==> src/rtl/lwkr_pkg.sv <==
// Shared constants, payload types and count table control for the window search block.
package lwkr_pkg;

    localparam int MAX_LEN_DEF  = 4096;
    localparam int ALPHABET_DEF = 256;
    localparam int CHAR_W       = 8;
    localparam int CHG_W        = 13;
    localparam int OUT_W        = 13;

    localparam logic [OUT_W-1:0] OUT_MAX = {OUT_W{1'b1}};

    typedef struct packed {
        logic [CHAR_W-1:0] ch;
        logic              last;
    } lwkr_in_t;

    typedef struct packed {
        logic [OUT_W-1:0] longest;
        logic             too_long;
    } lwkr_out_t;

    typedef struct packed {
        logic rd_en;
        logic wr_en;
        logic clear;
    } lwkr_cnt_ctl_t;

endpackage

==> src/rtl/lwkr_count_mem.sv <==
// Character count table: two registered read ports, one write port, per-entry valid bits.
module lwkr_count_mem #(
    parameter int ALPHABET = lwkr_pkg::ALPHABET_DEF,
    parameter int CNT_W    = 13
) (
    input  logic                        aclk,
    input  logic                        aresetn,
    input  lwkr_pkg::lwkr_cnt_ctl_t     ctl,
    input  logic [$clog2(ALPHABET)-1:0] rd_addr_a,
    input  logic [$clog2(ALPHABET)-1:0] rd_addr_b,
    input  logic [$clog2(ALPHABET)-1:0] wr_addr,
    input  logic [CNT_W-1:0]            wr_data,
    output logic [CNT_W-1:0]            rd_data_a,
    output logic [CNT_W-1:0]            rd_data_b
);

    logic [CNT_W-1:0]    mem [ALPHABET];
    logic [ALPHABET-1:0] valid_reg;
    logic [CNT_W-1:0]    rd_a_reg;
    logic [CNT_W-1:0]    rd_b_reg;
    logic                vld_a_reg;
    logic                vld_b_reg;

    always_ff @(posedge aclk) begin
        if (ctl.wr_en) begin
            mem[wr_addr] <= wr_data;
        end
        if (ctl.rd_en) begin
            rd_a_reg <= mem[rd_addr_a];
            rd_b_reg <= mem[rd_addr_b];
        end
    end

    always_ff @(posedge aclk) begin
        if (!aresetn) begin
            valid_reg <= '0;
            vld_a_reg <= 1'b0;
            vld_b_reg <= 1'b0;
        end else begin
            if (ctl.rd_en) begin
                vld_a_reg <= valid_reg[rd_addr_a];
                vld_b_reg <= valid_reg[rd_addr_b];
            end
            if (ctl.clear) begin
                valid_reg <= '0;
            end else if (ctl.wr_en) begin
                valid_reg[wr_addr] <= 1'b1;
            end
        end
    end

    assign rd_data_a = vld_a_reg ? rd_a_reg : '0;
    assign rd_data_b = vld_b_reg ? rd_b_reg : '0;

endmodule

==> config.mk <==
export PLATFORM = sky130hd
export DESIGN_NAME = lwkr_count_mem
export DESIGN_NICKNAME = d
export VERILOG_FILES = /design/src/rtl/lwkr_pkg.sv /design/src/rtl/lwkr_count_mem.sv
export SDC_FILE = /design/constraint.sdc
export NUM_CORES = 2
export LEC_CHECK = 0
export CORE_MARGIN = 10
export CORE_UTILIZATION = 35
export CTS_CLUSTER_SIZE = 16
export DETAILED_ROUTE_END_ITERATION = 7
export DONT_BUFFER_PORTS = 1
export PLACE_DENSITY = 0.53
export REMOVE_ABC_BUFFERS = 1
export SYNTH_ARGS = -nofsm -noshare
export SYNTH_HDL_FRONTEND = slang
export SYNTH_SLANG_ARGS = --single-unit
==> constraint.sdc <==
create_clock -name aclk -period 4.2 [get_ports aclk]
set_input_delay 0.63 -clock aclk [delete_from_list [all_inputs] [get_ports aclk]]
set_output_delay 0.63 -clock aclk [all_outputs]
set_load 0.01 [all_outputs]
======== Yosys cells after proc, flatten, opt, wreduce, memory -nomap -nowiden ========
Memory sizes are Yosys's and may differ from the RTL's. A register that Yosys moved wholly into a read port is not among the register bits.
Cells that the tools add are included.
word-level totals
  register bits after elaboration ......... 258
  latch bits .............................. 0
  bits in writable memories ............... 3,328
  bits in read-only memories .............. 0
  memories kept ........................... 1
memories
  name  depth  width  read ports  clocked after Yosys merged registers in  wr ports  line                  text
  mem   256    13     2           2                                        1         lwkr_count_mem.sv:17  logic [CNT_W-1:0] mem [ALPHABET];
operators by class
  $add $sub $neg .......................... 0
  multiply operators ...................... 0
  divide/modulo/power cells ............... 0
  $lt $le $gt $ge ......................... 4
  eq/ne operators ......................... 0
  shift-type cells ........................ 0
  mux-type cells .......................... 10
  bitwise gates (word level) .............. 2
  reduce and logical (&&, ||, !) cells .... 2
operators with widths
  kind                  number
  $or A256 B256 Y256    1
  $lt A8 B9 Y1 const B  3
  $mux W13              2
  $bmux W1 S8           2
  $demux W1 S8          1
  $ge A8 B1 Y1 const B  1
  $mux W1               5
  $reduce_or A2 Y1      1
  $logic_and A1 B1 Y1   1
  $not A1 Y1            1

======== Longest topological paths before layout ========
  depth after elaboration ................. 5
  gate-level depth with buffers ........... 11

======== Least setup slack after synthesis ========
Ideal clock, no wire load.
  kind .................................... input to register
  start point ............................. input rd_addr_a[0]
  end point ............................... register rd_a_reg[0], read port of mem (data pin)
  library setup time ...................... 0.267 ns
  arrival time ............................ 2.682 ns
  setup slack ............................. 1.251 ns
  stages .................................. 9
  cell sequence ........................... buf_2 -> buf_2 -> buf_2 -> buf_2 -> mux4_2 -> a221oi_1 -> o22ai_1 -> o21ai_0 -> nand4_1
RTL lines
  element             line                  text
  start: declaration  lwkr_count_mem.sv:9   input logic [$clog2(ALPHABET)-1:0] rd_addr_a,
  end: declaration    lwkr_count_mem.sv:19  logic [CNT_W-1:0] rd_a_reg;

==> flow_summary.json <==
{
  "boundaryPins": 68,
  "setup_ws_ns": 0.204,
  "slew_viol_final": 223,
  "tritoncts": "done",
  "avgSynthCellArea_um2": 19.6,
  "cts_buffer_depth": 4,
  "grt_setup_unrepaired": "no",
  "worstMarginPinSlew_ns": 1.67,
  "powerDensity_nw_per_um2": 430,
  "drtPass1Iterations": 8,
  "cts_max_level": 5,
  "synthFlopType": "edfxtp_1",
  "start_kind": "primary input",
  "place_congestion": 0.856,
  "avgViaCountPerCell": 6.29,
  "die_y_um": 704,
  "synth_most_common_cell": "edfxtp_1",
  "rows": 251,
  "largest_reg_flops": 3328,
  "grt_pass1_vias": 98400,
  "clkSinkCount": 3612,
  "insertion_delay_ns": 0.99,
  "worstPathMaxFanout": 95,
  "crit_required_ns": 4.89,
  "dpl_cell_area_um2": 175000,
  "syn-cell-area_um2": 164000,
  "overflow": 0,
  "drv_cap": 0,
  "core_um2": 467000,
  "timing.final.hold_violations": 0,
  "root_buffer": "clkbuf_16",
  "post-route-period-util_pct": 95.1,
  "numCtsBuffers": 394,
  "antenna_found_initial": 29,
  "synth_cell_types": 51,
  "violations": "slew limit",
  "grt_use_total_pct": 22.6,
  "max_freq_mhz": 250,
  "hpwl_mm": 330,
  "final_core_util_pct": 40.5,
  "async_flop_share_pct": 0,
  "status": "finished, violations left",
  "wl_per_cell_um": 38.0,
  "syn_inst": 8332,
  "finalSetupViolations": 0,
  "start_util_pct": 35.1,
  "synthTopCellsByCount": "edfxtp_1 (3354), mux4_2 (1784), nor2_1 (728)",
  "stdcell_count": 15300,
  "grt_pass1_wl_mm": 800,
  "criticalPathCategory": "in -> reg",
  "drt_iter0_markers": 13600,
  "timing.slew.headroom_pct": -11.3,
  "syn2layout_area_growth_pct": 15.5,
  "drive_above_1_share_pct": 35.4,
  "portBuffers": 0,
  "nets": 8797,
  "vias": 96300,
  "drc": 0,
  "place_inst": 14500,
  "yosys.area.top_type": "edfxtp_1",
  "hold_path.class": "in -> reg",
  "layout_min_cycle_time_ns": 4.00,
  "worstSetupEndpointType": "flip-flop",
  "final_area_um2": 189000,
  "arrival_ns": 4.69,
  "dieArea_um2": 496000,
  "ys_seq_area_share_pct": 64.7,
  "clock_skew_ns": 0.0598,
  "irDropWorstVdd_uv": 328,
  "leakage_nw": 58.5,
  "nFillCells": 41200,
  "ant_nets": 0,
  "grt_max_degree": 257,
  "totalWireLength_mm": 582,
  "cts.clk_slew.worst_paths_ns": 0.06,
  "synth_edf_count": 3354,
  "yosys_warnings": 0,
  "synth.top_cell.area_share_pct": 61.5,
  "synthTopCellsByArea": "edfxtp_1 (62%), mux4_2 (25%), dfxtp_1 (3.2%)",
  "synth_seq_cells": 3612,
  "die_w_um": 704,
  "dp_slack_ns": -2.34
}
## worst paths after layout
| check | cells past startpoint | slack (ns) | end | from |
|---|---|---|---|---|
| worst max-delay path | 9 | 0.20 | rd_a_reg[12] | rd_addr_a[0] |
| worst min register to register | 2 | 0.49 | valid_reg[171] | valid_reg[171] |
| worst min-delay path | 1 | 0.06 | mem[220][1] | wr_data[1] |
| worst max register to register | 7 | 0.94 | rd_b_reg[6] | mem[59][6] |
## cell usage in the layout (no fill, tap or decap), types with 51 or more instances in the layout
cell type and count:
buf_12 57, edfxtp_1 3354, o21ai_0 55, dfxtp_1 258, clkinv_2 86, clkinv_1 74, o22ai_1 217, a22o_1 422
buf_4 616, buf_16 51, clkbuf_16 410, mux4_2 1784, nor2_1 686, clkbuf_1 73, a221oi_1 422
## per-layer routing
| metal | wire length [um] | global-route usage, % | vias to the layer above | part of all wire [%] |
|---|---|---|---|---|
| met5 | 104 | 0 | - | 0.018 |
| met4 | 27300 | 8.99 | 16 | 4.7 |
| met3 | 61000 | 6.15 | 1120 | 10 |
| met2 | 272000 | 35.7 | 5279 | 47 |
| met1 | 222000 | 29.6 | 52500 | 38 |
| li1 | - | - | 37400 | - |
## worst max-delay path: stages
cell and delay, ns:
buf_16 0.47, buf_16 0.38, buf_16 0.61, mux4_2 0.60
a22o_1 0.26, a221oi_1 0.43, o22ai_1 0.26, o21ai_1 0.56
nand4_1 0.15
## where the power goes
group	total [W]	internal [W]	switching, W
Combinational	0.00644	0.00262	0.00382
Sequential	0.0395	0.0394	0.0000546
Clock	0.0353	0.0205	0.0148
## repair_timing
| item | in CTS | in global routing |
|---|---|---|
| pin swaps | 0 | 0 |
| gates cloned | 7 | 7 |
| endpoints found under the hold margin | 2164 | 0 |
| buffers inserted | 0 | 0 |
| resized for setup | 7 | 1 |
| endpoints found under the setup margin | 19 | 28 |
| hold buffers | 32 | 0 |
## metrics by stage
step / hold WS (ns) / TNS (ns) / power, W
global placement: 0.462 / -46.71 / 0.0460
floorplan: 0.452 / -420.79 / 0.0430
detailed placement: 0.479 / -38.26 / 0.0460
CTS: 0.00564 / 0 / 0.0817
finish: 0.0601 / 0 / 0.0812
global route: 0.00996 / 0 / 0.0834
## cell families (layout without fill, tap and decap cells)
group | Yosys count | after routing | share of synthesized area (%)
buffers and inverters | 737 | 1490 | 2.15
other | 0 | 18 | 0
AO/OA/AOI/OAI | 1254 | 1254 | 6.12
AND/OR/NAND/NOR | 908 | 908 | 2.28
flip-flops | 3612 | 3612 | 64.7
multiplexers | 1821 | 1821 | 24.8
## area by class of cell
type                            count  area, um2  share of cell area (%)
Clock buffer                      489      10500                    5.57
Sequential cell                  3612     106000                    56.0
Inverter                            7       26.3                  0.0139
Tap cell                         6198       7750                    4.10
Multi-Input combinational cell   3983      54500                    28.9
Clock inverter                    237       2460                    1.30
Timing Repair Buffer              757       7770                    4.11
Antenna cell                       18       45.0                  0.0238
Power figures use the tool's default switching activity.
